==> src/sv/phase_current_peak_average_assert.svh <==
// ----------------------------------------------------------------------------
// Assertion macros for the phase current peak average block
// Implication checks sampled on clk, disabled during reset.
// ----------------------------------------------------------------------------
`ifndef PHASE_CURRENT_PEAK_AVERAGE_ASSERT_SVH
`define PHASE_CURRENT_PEAK_AVERAGE_ASSERT_SVH

// same-cycle implication
`define PCPA_ASSERT_IMP(name, pre, post) \
  name: assert property (@(posedge clk) disable iff (!rst_n) (pre) |-> (post)) \
    else $error("pcpa: assertion failed");

// next-cycle implication
`define PCPA_ASSERT_NEXT(name, pre, post) \
  name: assert property (@(posedge clk) disable iff (!rst_n) (pre) |=> (post)) \
    else $error("pcpa: assertion failed");

`endif

==> src/sv/pcpa_pkg.sv <==
// ----------------------------------------------------------------------------
// pcpa_pkg
// Types and constants shared by the phase current peak average block.
// ----------------------------------------------------------------------------
package pcpa_pkg;

  localparam int RAW_W       = 12;
  localparam int ADC_BITS    = 12;
  localparam int PEAK_W      = 13;
  localparam int TOTAL_OUT_W = 21;
  localparam int AVG_W       = 16;
  localparam int GAIN_W      = 16;
  localparam int CFG_DATA_W  = 16;
  localparam int CFG_IDX_W   = 2;
  localparam int PEAK_MAX    = 8190;
  localparam int WINDOW_DEF  = 200;
  localparam int QUEUE_DEPTH = 2;

  localparam logic [RAW_W-1:0]  ADC_MASK =
    (ADC_BITS >= RAW_W) ? {RAW_W{1'b1}} : RAW_W'((1 << ADC_BITS) - 1);
  localparam logic [RAW_W-1:0]  OFFSET_RESET = 12'd2059;
  localparam logic [GAIN_W-1:0] GAIN_RESET   = 16'd1966;
  localparam logic [AVG_W-1:0]  AVG_MAX      = 16'hFFFF;

  typedef enum logic [CFG_IDX_W-1:0] {
    CFG_ADC_OFFSET = 2'd0,
    CFG_MA_GAIN    = 2'd1
  } cfg_idx_t;

  typedef logic [PEAK_W-1:0] peak_t;

  typedef struct packed {
    logic [RAW_W-1:0] phase_a_raw;
    logic [RAW_W-1:0] phase_b_raw;
  } pcpa_in_t;

  typedef struct packed {
    logic [PEAK_W-1:0]      peak_counts;
    logic [TOTAL_OUT_W-1:0] window_total;
    logic [AVG_W-1:0]       average_ma;
  } pcpa_out_t;

  typedef struct packed {
    logic  valid;
    peak_t peak;
  } q_head_t;

endpackage

==> src/sv/pcpa_ram.sv <==
// ----------------------------------------------------------------------------
// pcpa_ram
// Generic single-write, single-read RAM with registered read (read-first).
// ----------------------------------------------------------------------------
module pcpa_ram #(
  parameter int WIDTH = 8,
  parameter int DEPTH = 16,
  parameter int AW    = (DEPTH > 1) ? $clog2(DEPTH) : 1
) (
  input  logic             clk,
  input  logic             we,
  input  logic [AW-1:0]    waddr,
  input  logic [WIDTH-1:0] wdata,
  input  logic [AW-1:0]    raddr,
  output logic [WIDTH-1:0] rdata
);

  logic [WIDTH-1:0] mem [DEPTH];
  logic [WIDTH-1:0] rdata_r;

  always_ff @(posedge clk) begin
    if (we) begin
      mem[waddr] <= wdata;
    end
    rdata_r <= mem[raddr];
  end

  assign rdata = rdata_r;

endmodule

==> src/sv/pcpa_front.sv <==
// ----------------------------------------------------------------------------
// pcpa_front
// Input side: offset removal, third phase, peak magnitude, push to queue.
// ----------------------------------------------------------------------------
module pcpa_front import pcpa_pkg::*; (
  input  pcpa_in_t          in_data,
  input  logic              in_valid,
  output logic              in_ready,
  input  logic [RAW_W-1:0]  adc_offset,
  input  logic              q_full,
  output logic              q_push,
  output peak_t             q_peak
);

  logic [RAW_W-1:0]        a_m, b_m, off_m;
  logic signed [RAW_W:0]   a_s, b_s;
  logic signed [RAW_W+1:0] sum_s;
  logic [RAW_W-1:0]        mag_a, mag_b;
  logic [RAW_W:0]          mag_c;
  logic [RAW_W-1:0]        mag_ab;

  always_comb begin
    a_m   = in_data.phase_a_raw & ADC_MASK;
    b_m   = in_data.phase_b_raw & ADC_MASK;
    off_m = adc_offset & ADC_MASK;
    a_s   = $signed({1'b0, a_m}) - $signed({1'b0, off_m});
    b_s   = $signed({1'b0, b_m}) - $signed({1'b0, off_m});
    sum_s = $signed({a_s[RAW_W], a_s}) + $signed({b_s[RAW_W], b_s});
    mag_a = a_s[RAW_W]   ? RAW_W'(-a_s)       : RAW_W'(a_s);
    mag_b = b_s[RAW_W]   ? RAW_W'(-b_s)       : RAW_W'(b_s);
    mag_c = sum_s[RAW_W+1] ? (RAW_W+1)'(-sum_s) : (RAW_W+1)'(sum_s);
    mag_ab = (mag_b > mag_a) ? mag_b : mag_a;
    q_peak = ({1'b0, mag_ab} >= mag_c) ? PEAK_W'(mag_ab) : PEAK_W'(mag_c);
  end

  assign in_ready = !q_full;
  assign q_push   = in_valid && !q_full;

endmodule

==> src/sv/pcpa_fifo.sv <==
// ----------------------------------------------------------------------------
// pcpa_fifo
// Short queue of peaks between the front and back parts.
// ----------------------------------------------------------------------------
module pcpa_fifo import pcpa_pkg::*; #(
  parameter int DEPTH = QUEUE_DEPTH
) (
  input  logic    clk,
  input  logic    rst_n,
  input  logic    push,
  input  peak_t   push_peak,
  output logic    full,
  input  logic    pop,
  output q_head_t head
);

  localparam int PW = (DEPTH > 1) ? $clog2(DEPTH) : 1;
  localparam int CW = $clog2(DEPTH + 1);

  peak_t          slots_r [DEPTH];
  logic [PW-1:0]  wr_ptr_r, wr_ptr_nxt;
  logic [PW-1:0]  rd_ptr_r, rd_ptr_nxt;
  logic [CW-1:0]  cnt_r, cnt_nxt;

  always_comb begin
    wr_ptr_nxt = wr_ptr_r;
    rd_ptr_nxt = rd_ptr_r;
    cnt_nxt    = cnt_r;
    if (push) begin
      wr_ptr_nxt = (wr_ptr_r == PW'(DEPTH - 1)) ? '0 : wr_ptr_r + 1'b1;
    end
    if (pop) begin
      rd_ptr_nxt = (rd_ptr_r == PW'(DEPTH - 1)) ? '0 : rd_ptr_r + 1'b1;
    end
    if (push && !pop) begin
      cnt_nxt = cnt_r + 1'b1;
    end else if (pop && !push) begin
      cnt_nxt = cnt_r - 1'b1;
    end
  end

  always_ff @(posedge clk) begin
    if (!rst_n) begin
      wr_ptr_r <= '0;
      rd_ptr_r <= '0;
      cnt_r    <= '0;
    end else begin
      wr_ptr_r <= wr_ptr_nxt;
      rd_ptr_r <= rd_ptr_nxt;
      cnt_r    <= cnt_nxt;
    end
  end

  always_ff @(posedge clk) begin
    if (push) begin
      slots_r[wr_ptr_r] <= push_peak;
    end
  end

  assign full       = (cnt_r == CW'(DEPTH));
  assign head.valid = (cnt_r != '0);
  assign head.peak  = slots_r[rd_ptr_r];

endmodule

==> src/sv/pcpa_back.sv <==
// ----------------------------------------------------------------------------
// pcpa_back
// Ring update and running total, then gain multiply into output register.
// ----------------------------------------------------------------------------
module pcpa_back import pcpa_pkg::*; #(
  parameter int WINDOW = WINDOW_DEF
) (
  input  logic              clk,
  input  logic              rst_n,
  input  q_head_t           head,
  output logic              pop,
  input  logic [GAIN_W-1:0] ma_gain_q16,
  output logic              out_valid,
  input  logic              out_ready,
  output pcpa_out_t         out_data
);

  `include "phase_current_peak_average_assert.svh"

  localparam int SLOT_W = (WINDOW > 1) ? $clog2(WINDOW) : 1;
  localparam int TOT_W  = $clog2(WINDOW * PEAK_MAX + 1);
  localparam int PROD_W = TOT_W + GAIN_W;

  logic [SLOT_W-1:0] slot_r, slot_nxt;
  logic              wrapped_r, wrapped_nxt;
  logic [TOT_W-1:0]  total_r, total_nxt;
  logic              fwd_hit_r;
  peak_t             fwd_data_r;
  peak_t             ram_rdata, old_peak;

  logic              s2_v_r;
  peak_t             s2_peak_r;
  logic [TOT_W-1:0]  s2_total_r;

  logic              out_valid_r;
  pcpa_out_t         out_data_r;

  logic              out_adv, s2_adv, slot_last;
  logic [PROD_W-1:0] prod;
  logic [TOT_W-1:0]  avg_full;
  logic [AVG_W-1:0]  avg;

  pcpa_ram #(
    .WIDTH (PEAK_W),
    .DEPTH (WINDOW),
    .AW    (SLOT_W)
  ) u_ring (
    .clk   (clk),
    .we    (pop),
    .waddr (slot_r),
    .wdata (head.peak),
    .raddr (slot_nxt),
    .rdata (ram_rdata)
  );

  always_comb begin
    out_adv   = !out_valid_r || out_ready;
    s2_adv    = !s2_v_r || out_adv;
    pop       = head.valid && s2_adv;
    slot_last = (slot_r == SLOT_W'(WINDOW - 1));
    slot_nxt    = slot_r;
    wrapped_nxt = wrapped_r;
    if (pop) begin
      slot_nxt = slot_last ? '0 : slot_r + 1'b1;
      wrapped_nxt = wrapped_r || slot_last;
    end
    // unwritten entries read as zero until the first wrap
    old_peak  = wrapped_r ? (fwd_hit_r ? fwd_data_r : ram_rdata) : '0;
    total_nxt = pop ? total_r - TOT_W'(old_peak) + TOT_W'(head.peak) : total_r;
  end

  always_ff @(posedge clk) begin
    if (!rst_n) begin
      slot_r      <= '0;
      wrapped_r   <= 1'b0;
      total_r     <= '0;
      fwd_hit_r   <= 1'b0;
      s2_v_r      <= 1'b0;
      out_valid_r <= 1'b0;
    end else begin
      slot_r    <= slot_nxt;
      wrapped_r <= wrapped_nxt;
      total_r   <= total_nxt;
      fwd_hit_r <= pop && (slot_r == slot_nxt);
      if (s2_adv) begin
        s2_v_r <= pop;
      end
      if (out_adv) begin
        out_valid_r <= s2_v_r;
      end
    end
  end

  always_ff @(posedge clk) begin
    fwd_data_r <= head.peak;
    if (pop) begin
      s2_peak_r  <= head.peak;
      s2_total_r <= total_nxt;
    end
    if (out_adv && s2_v_r) begin
      out_data_r.peak_counts  <= s2_peak_r;
      out_data_r.window_total <= TOTAL_OUT_W'(s2_total_r);
      out_data_r.average_ma   <= avg;
    end
  end

  always_comb begin
    prod     = PROD_W'(s2_total_r) * PROD_W'(ma_gain_q16);
    avg_full = TOT_W'(prod >> GAIN_W);
    avg      = (32'(avg_full) > 32'(AVG_MAX)) ? AVG_MAX : AVG_W'(avg_full);
  end

  assign out_valid = out_valid_r;
  assign out_data  = out_data_r;

  `PCPA_ASSERT_NEXT(a_wrap_sticky, wrapped_r, wrapped_r)
  `PCPA_ASSERT_NEXT(a_s2_hold, s2_v_r && !out_adv, s2_v_r && $stable(s2_total_r))
  `PCPA_ASSERT_IMP(a_total_covers_old, pop, TOT_W'(old_peak) <= total_r)

endmodule

==> src/sv/phase_current_peak_average.sv <==
// ----------------------------------------------------------------------------
// phase_current_peak_average
// Peak three-phase current with a moving-window total and average in mA.
// ----------------------------------------------------------------------------
// Input channel in_valid/in_ready/in_data carries two raw phase ADC codes.
// The offset is removed, the third phase is the negated sum, and the largest
// magnitude of the three is the item's peak. Result channel out_valid/
// out_ready/out_data gives the peak, the sum of the last WINDOW peaks and
// (total * gain) >> 16 saturated at 65535, one result per input item.
// cfg_we/cfg_index/cfg_wdata write adc_offset (0) and ma_gain_q16 (1).
// Throughput: one item per cycle unless out_ready stalls; the ring is a RAM
// whose read for the next slot is issued ahead, so each item costs one RAM
// write. An item reaches out_valid via the queue, s2 and output registers.
// Reset: offset 2059, gain 1966, running total and write slot zero; ring
// entries read as zero until the first wrap, so no clearing pass is needed.
// A stalled receiver holds the output register, backs up the pipeline and
// a two-entry queue, then drops in_ready.
// ----------------------------------------------------------------------------
module phase_current_peak_average import pcpa_pkg::*; #(
  parameter int WINDOW = WINDOW_DEF
) (
  input  logic                  clk,
  input  logic                  rst_n,
  input  logic                  in_valid,
  output logic                  in_ready,
  input  pcpa_in_t              in_data,
  output logic                  out_valid,
  input  logic                  out_ready,
  output pcpa_out_t             out_data,
  input  logic                  cfg_we,
  input  logic [CFG_IDX_W-1:0]  cfg_index,
  input  logic [CFG_DATA_W-1:0] cfg_wdata
);

  logic [RAW_W-1:0]  adc_offset_r;
  logic [GAIN_W-1:0] ma_gain_r;
  logic              q_full, q_push, q_pop;
  peak_t             q_peak;
  q_head_t           q_head;

  always_ff @(posedge clk) begin
    if (!rst_n) begin
      adc_offset_r <= OFFSET_RESET;
      ma_gain_r    <= GAIN_RESET;
    end else if (cfg_we) begin
      if (cfg_index == CFG_ADC_OFFSET) begin
        adc_offset_r <= cfg_wdata[RAW_W-1:0];
      end else if (cfg_index == CFG_MA_GAIN) begin
        ma_gain_r <= cfg_wdata[GAIN_W-1:0];
      end
    end
  end

  pcpa_front u_front (
    .in_data    (in_data),
    .in_valid   (in_valid),
    .in_ready   (in_ready),
    .adc_offset (adc_offset_r),
    .q_full     (q_full),
    .q_push     (q_push),
    .q_peak     (q_peak)
  );

  pcpa_fifo #(
    .DEPTH (QUEUE_DEPTH)
  ) u_fifo (
    .clk       (clk),
    .rst_n     (rst_n),
    .push      (q_push),
    .push_peak (q_peak),
    .full      (q_full),
    .pop       (q_pop),
    .head      (q_head)
  );

  pcpa_back #(
    .WINDOW (WINDOW)
  ) u_back (
    .clk         (clk),
    .rst_n       (rst_n),
    .head        (q_head),
    .pop         (q_pop),
    .ma_gain_q16 (ma_gain_r),
    .out_valid   (out_valid),
    .out_ready   (out_ready),
    .out_data    (out_data)
  );

endmodule
==> config.mk <==
export PLATFORM = sky130hd
export DESIGN_NAME = phase_current_peak_average
export DESIGN_NICKNAME = d
export VERILOG_FILES = /design/src/sv/pcpa_pkg.sv /design/src/sv/pcpa_ram.sv /design/src/sv/pcpa_front.sv /design/src/sv/pcpa_fifo.sv /design/src/sv/pcpa_back.sv /design/src/sv/phase_current_peak_average.sv
export VERILOG_INCLUDE_DIRS = /design/src /design/src/sv
export SDC_FILE = /design/constraint.sdc
export NUM_CORES = 2
export LEC_CHECK = 0
export ABC_AREA = 1
export BUFFER_PORTS_ARGS = -buffer_cell sky130_fd_sc_hd__buf_2
export CORE_MARGIN = 4
export CORE_UTILIZATION = 55
export CTS_BUF_LIST = sky130_fd_sc_hd__clkbuf_2 sky130_fd_sc_hd__clkbuf_4 sky130_fd_sc_hd__clkbuf_8
export DETAILED_ROUTE_END_ITERATION = 10
export PLACE_DENSITY = 0.71
export SLEW_MARGIN = 20
export SYNTH_ARGS = -nofsm -noshare
export SYNTH_HDL_FRONTEND = slang
export SYNTH_HIERARCHICAL = 1
export SYNTH_SLANG_ARGS = --single-unit
==> constraint.sdc <==
create_clock -name clk -period 12.8 [get_ports clk]
set_input_delay 2.56 -clock clk [delete_from_list [all_inputs] [get_ports clk]]
set_output_delay 2.56 -clock clk [all_outputs]
set_load 0.02 [all_outputs]
### After elaboration in Yosys (flattened, before gate mapping)

Memory sizes are Yosys's and may differ from the RTL's. A register that Yosys moved wholly into a read port is not among the register bits.
Index checks and enable logic that the tools add are counted.

| word-level totals | value |
|---|---|
| register bits after elaboration | 162 |
| bits in writable memories | 2626 |
| output and inout bits | 52 |
| word-level logic and storage cells | 80 |
| memories kept | 2 |

Memories:

| memory | depth | width | rd ports | clocked after memory_dff | wr ports | line | text |
|---|---|---|---|---|---|---|---|
| u_back.u_ring.mem | 200 | 13 | 1 | 1 | 1 | pcpa_ram.sv:18 | `logic [WIDTH-1:0] mem [DEPTH];` |
| u_fifo.slots_r | 2 | 13 | 1 | 1 | 1 | pcpa_fifo.sv:20 | `peak_t slots_r [DEPTH];` |

| operators by class | value |
|---|---|
| add/sub/neg operators | 13 |
| $mul | 1 |
| $lt $le $gt $ge | 3 |
| equality and inequality tests | 4 |
| muxes and demuxes | 20 |
| bitwise gates (word level) | 1 |
| reduce and logical (&&, ||, !) cells | 19 |

Operator list:

| cell | number |
|---|---|
| 13-bit 2-to-1 mux | 4 |
| 21-bit by 16-bit multiplier with 37-bit output | 1 |
| 12-bit 2-to-1 mux | 3 |
| 12-bit by 12-bit subtractor with 13-bit output | 2 |
| 12-bit negator | 2 |
| 21-bit by 13-bit adder with 21-bit output | 1 |
| 21-bit by 16-bit greater-than comparator with 1-bit output (second input constant) | 1 |
| 21-bit 2-to-1 mux | 1 |
| 21-bit by 13-bit subtractor with 21-bit output | 1 |
| 8-bit 2-to-1 mux | 2 |
| 13-bit by 13-bit adder with 14-bit output | 1 |
| 12-bit by 13-bit greater-or-equal comparator with 1-bit output | 1 |
| 13-bit negator | 1 |
| 12-bit greater-than comparator | 1 |
| 8-bit by 1-bit adder with 8-bit output (second input constant) | 1 |
| 8-bit == test | 1 |
| 8-bit == test (second input constant) | 1 |
| 1-bit 2-to-1 mux | 8 |
| 1-bit logical AND | 6 |
| 1-bit logical NOT | 5 |
| 2-bit 2-to-1 mux | 2 |
| 2-bit nonzero test | 2 |
| 1-bit logical OR | 3 |
| 3-bit AND reduction | 1 |
| 8 further kinds | 9 |

### Depth between registers and ports, before layout

| depth | value |
|---|---|
| word-level depth | 7 |
| gate-level depth with buffers | 38 |
| depth with buffers taken out | 37 |

### Cells and area by module

The synthesis kept the hierarchy.

Modules (own cells, without submodules):

| module | times used | cells an instance | area each (um^2) |
|---|---|---|---|
| pcpa_ram | 1 | 8785 | 106079.2 |
| pcpa_back | 1 | 2123 | 17211.5 |
| pcpa_front | 1 | 700 | 3891.2 |
| phase_current_peak_average | 1 | 159 | 1207.4 |
| pcpa_fifo | 1 | 75 | 1203.7 |

### Worst setup path after synthesis

Ideal clock, no wire load.

| timing | value |
|---|---|
| path kind | input to register |
| start | input in_data[0] (netlist bit) |
| end | memory u_fifo/slots_r[0][10] (netlist bit) (data pin) |
| library setup time | 0.257 ns |
| arrival time | 7.071 ns |
| data required time | 12.543 ns |
| setup slack | 5.473 ns |
| stages on the path | 33 |
| cells stage by stage | inv_1 -> ha_1 -> inv_1 -> fa_1 -> xor2_1 -> nor3_1 -> nand3_1 -> or2_2 -> nor3_1 -> nor2_1 -> xor2_1 -> inv_1 -> ha_1 -> a21oi_1 -> nor2_1 -> nor2_1 -> nand3_2 -> nand2_2 -> buf_4 -> nand2_1 -> and2_1 -> ha_1 -> nand2_1 -> inv_1 -> nand2_1 -> o221ai_1 -> a221oi_1 -> o21ai_0 -> a21oi_1 -> nor2_8 -> buf_6 -> nand3_1 -> nand2_1 |

| between the ends | value |
|---|---|
| longest elaborated chain between the ends | 7 |
| elaborated cells between the ends (all ways) | 10 |
| classes of those cells | add/sub (4); order compare (2); mux (4) |

Ends and longest elaborated chain:

| element | line | text |
|---|---|---|
| start, declared | phase_current_peak_average.sv:26 | `input pcpa_in_t in_data,` |
| 12-bit by 12-bit subtractor with 13-bit output * | pcpa_front.sv:27 | `b_s = $signed({1'b0, b_m}) - $signed({1'b0, off_m});` |
| 12-bit negator | pcpa_front.sv:30 | `mag_b = b_s[RAW_W] ? RAW_W'(-b_s) : RAW_W'(b_s);` |
| 12-bit 2-to-1 mux | pcpa_front.sv:30 |  |
| 12-bit greater-than comparator | pcpa_front.sv:32 | `mag_ab = (mag_b > mag_a) ? mag_b : mag_a;` |
| 12-bit 2-to-1 mux | pcpa_front.sv:32 |  |
| 12-bit by 13-bit greater-or-equal comparator with 1-bit output | pcpa_front.sv:33 | `q_peak = ({1'b0, mag_ab} >= mag_c) ? PEAK_W'(mag_ab) : PEAK_W'(mag_c);` |
| 13-bit 2-to-1 mux * | pcpa_front.sv:33 |  |
| named net q_peak[10] | phase_current_peak_average.sv:38 | `peak_t q_peak;` |
| end, declared | pcpa_fifo.sv:20 |  |

Mark *: on every way through the listed nets, which the timed path passes. The rest lies on a longest branch.

### Worst setup path after layout

| timing | value |
|---|---|
| start | input in_data[0] (netlist bit) |
| end | memory u_fifo/slots_r[0][11] (netlist bit) (data pin) |

The elaborated chain is that of the path after synthesis.

==> results.tsv <==
stage	metric	value	unit
worst_setup_path	path_common_cell	nand2_1	
worst_setup_path	cp_max_fo	16	
hold_path	hold_path_class	reg -> reg	
place	port-buffer-count	98	
grt	grt_max_degree	204	
grt	grt_util_met3	4.87	%
yosys	ys_types	59	
timing	hold_viol_final	0	
worst_setup_path	crit_type	in -> reg	
detailed_routing	drt_iter0_drc	11205	
timing	fmax	128	MHz
finish	fillCellCount	18612	
place	place.gp.congestion	0.909	
yosys	synthArstFlopShare	0	%
floorplan	die_area	243000	µm²
grt	met1_usage	38.3	%
grt	grt_pass1_vias	87776	
worst_setup_path	cp.arrival	8.66	ns
yosys	synth-seq-cells	2802	
hold_path	min-delay-start	u_back/s2_peak_r[0]	
yosys	avgSynthCellArea	10.9	µm²
clock_network	cts_resized	0	
clock_network	ctsHoldBuffers	0	
grt	grt_pass1_wl	526	mm
timing	rsz0062_at_grt	no	
worst_setup_path	cp_slowest_cell	nand4_1	
yosys	synth_top_area_cell	edfxtp_1	
clock_network	path_clk_slew	0.06	ns
yosys	synth_cells	11842	
floorplan	fp.coreArea	233000	µm²
finish	drive_gt1_share	9.57	%
detailed_routing	avgRoutedWirePerCell	22.5	µm
timing	relSlewSlack	21.5	%
worst_setup_path	critical-path-max-stage-delay	0.44	ns
detailed_routing	dr_total_vias	90096	
grt	busiest_layer	met2	
yosys	synth_nets	12359	
floorplan	ios	99	
status	status	complete, no violations	
timing	tns	0	ns
timing	post-route-period-util	60.9	%
worst_setup_path	r2r-start	ma_gain_r[15]	
clock_network	cts_tree	done	
floorplan	start_util	55.5	%
worst_setup_path	cp_data_required_time	13.67	ns
grt	overflow	0	
detailed_routing	via_per_inst	5.85	
yosys	syn-cell-area	130000	µm²
floorplan	die-height	493	µm
grt	track_usage	28.0	%
clock_network	post_cts.repair.setup_buffers	0	
worst_setup_path	end_kind	flop	
detailed_routing	ant_nets	0	
detailed_routing	drc	0	
grt	antenna_found_initial	17	
hold_path	hold_path_end	u_back/out_data[37]	
yosys	ys_seq_area_share	64.2	%
worst_setup_path	cp-start-kind	input pin	
yosys	synth_top_area_share	62.8	%
worst_setup_path	r2r_cells	21	
worst_setup_path	r2r_slack	5.90	ns
finish	nets	12444	
detailed_routing	drt_first_pass_iters	6	
timing	tightest_slew	1.18	ns
clock_network	cts_max_level	5	
grt	met2_usage	45.1	%
clock_network	numCtsBuffers	447	
timing	slew_violations	0	
finish	area_growth	8.64	%
yosys	synth-edff-count	2710	
yosys	synth_warnings	6	
yosys	dominantRegCellSynth	edfxtp_1	
detailed_routing	wl	347	mm
clock_network	worstSkewPairLatency	1.22	ns
run	cap_violations	0	
timing	fin_crit	7.79	ns
clock_network	cts_root_buf	clkbuf_8	
yosys	synth_area_leaders	edfxtp_1 (63%), nand2_1 (10%), nand3_1 (9.5%), fa_1 (4.3%), inv_1 (2.2%)	
timing	setup_viol	0	
clock_network	cts_num_sinks	2802	
floorplan	die_w	493	µm
floorplan	rows	177	
place	dp_hpwl	198	mm
finish	multi_input_area	39800	µm²
worst_setup_path	reg2reg_to	u_back/out_data[0]	
hold_path	worstHoldPathCells	0	
finish	regArea	83200	µm²
timing	fin_skew	0.205	ns
clock_network	cts.path.max_buffers	4	
-- synthesized netlist by cell type (all sizes together), types with 9 or more instances --
master / instances
nand2: 3641
edfxtp: 2710
nand3: 2482
inv: 769
buf: 529
nor2: 463
fa: 279
ha: 191
clkbuf: 169
o21ai: 140
a21oi: 124
dfxtp: 92
xor2: 41
nand4: 37
nor3: 35
xnor2: 25
o22ai: 18
mux2: 13
and2: 12
nor4: 10
o211ai: 9
o221ai: 9
or2: 9
-- per-stage QoR --
| stage | instances | cell area, µm² | util (%) | hold WS, ns | setup WS (ns) |
|---|---|---|---|---|---|
| 3_5_place_dp | 14610 | 132000 | 56.7 | 0.405 | 3.96 |
| 4_1_cts | 15390 | 141000 | 60.3 | 0.419 | 5.06 |
| 6_report | 15404 | 141000 | 60.3 | 0.418 | 5.01 |
| 2_1_floorplan | 11842 | 130000 | - | 0.400 | 5.47 |
| 5_1_grt | 15396 | 141000 | 60.3 | 0.435 | 4.53 |
| 3_3_place_gp | 14609 | 132000 | 56.6 | 0.405 | 3.92 |
-- per-layer routing --
layer	wire, µm	share of wire (%)	up-vias
met5	60	0.017	-
met4	13400	3.9	8
met3	34700	10	799
met2	164000	47	4742
met1	134000	39	43938
li1	-	-	40609
-- flip-flops by register name (all words and copies together) (netlist names), 2 cells and up, named ones only --
signal / count
adc_offset_r: 12
u_back/s2_peak_r: 13
u_back/slot_r: 8
u_back/total_r: 21
ma_gain_r: 16
u_fifo/slots_r: 26
u_back/out_data: 50
u_back/fwd_data_r: 13
u_back/u_ring/rdata: 13
u_back/u_ring/mem: 2600
u_fifo/cnt_r: 2
u_back/s2_total_r: 21
-- placed cells by master, fill, tap and decap left out, types with 5 or more instances in the layout --
cell type,netlist,routed
clkbuf_4,0,131
xnor2_1,25,25
mux2_8,0,13
o221ai_1,9,9
inv_2,14,13
a21oi_1,122,121
clkinv_1,3,122
nand2_1,3617,3608
nor3_4,0,7
buf_12,4,16
o21ai_1,7,7
nor3_1,35,25
inv_1,753,752
bufinv_16,0,12
o211ai_1,9,9
fa_1,279,279
nand3b_1,6,6
edfxtp_1,2710,2710
nand4_1,37,37
nor4_1,9,9
nand2_2,20,28
nor2_1,454,394
nand3_1,2463,2462
nand3_2,17,18
xor2_1,36,36
clkinvlp_4,0,6
clkinv_2,0,48
ha_1,191,191
clkbuf_8,0,458
dfxtp_1,92,92
diode_2,0,14
nand2_4,4,5
o22ai_1,18,18
buf_4,56,219
and2_1,12,12
nor2_2,6,63
o21ai_0,131,130
buf_2,298,98
o21bai_1,7,7
-- kinds of logic after synthesis --
logic type	Yosys count	share of synthesized area, %
buf+inv	1470	5.46
xor+xnor	66	0.484
simple gates	6695	22.2
mux	13	0.142
other cells	1	0.00289
compound gates	325	1.38
flops	2802	64.2
fa+ha+maj	470	6.15
-- worst max-delay path: cells and delay by family --
family,cells,cell delay (ns)
simple gates,16,2.87
fa+ha+maj,4,1.15
buf+inv,6,0.59
compound gates,4,0.97
xor+xnor,2,0.49
-- area by class of cell --
cell class / count / area share [%]
Sequential cell: 2802 / 59.1
Antenna cell: 14 / 0.0249
Clock inverter: 191 / 0.814
Multi-Input combinational cell: 7570 / 28.3
Clock buffer: 589 / 5.18
Inverter: 772 / 2.09
Tap cell: 3132 / 2.78
Timing Repair Buffer: 334 / 1.75
-- worst max-delay path by stage --
stage	slack, ns	end	from
2_1_floorplan	5.47	u_fifo/slots_r[0][10]	in_data[0]
3_3_place_gp	3.92	u_fifo/slots_r[0][2]	in_data[0]
3_5_place_dp	3.96	u_fifo/slots_r[0][2]	in_data[0]
4_1_cts	5.06	u_fifo/slots_r[0][11]	in_data[0]
5_1_grt	4.53	u_fifo/slots_r[0][8]	in_data[0]
6_report	5.01	u_fifo/slots_r[0][11]	in_data[0]
Power is left out: the tool's default activity adds up to more than one toggle a clock period on the data nets, which glitch-free logic cannot reach.
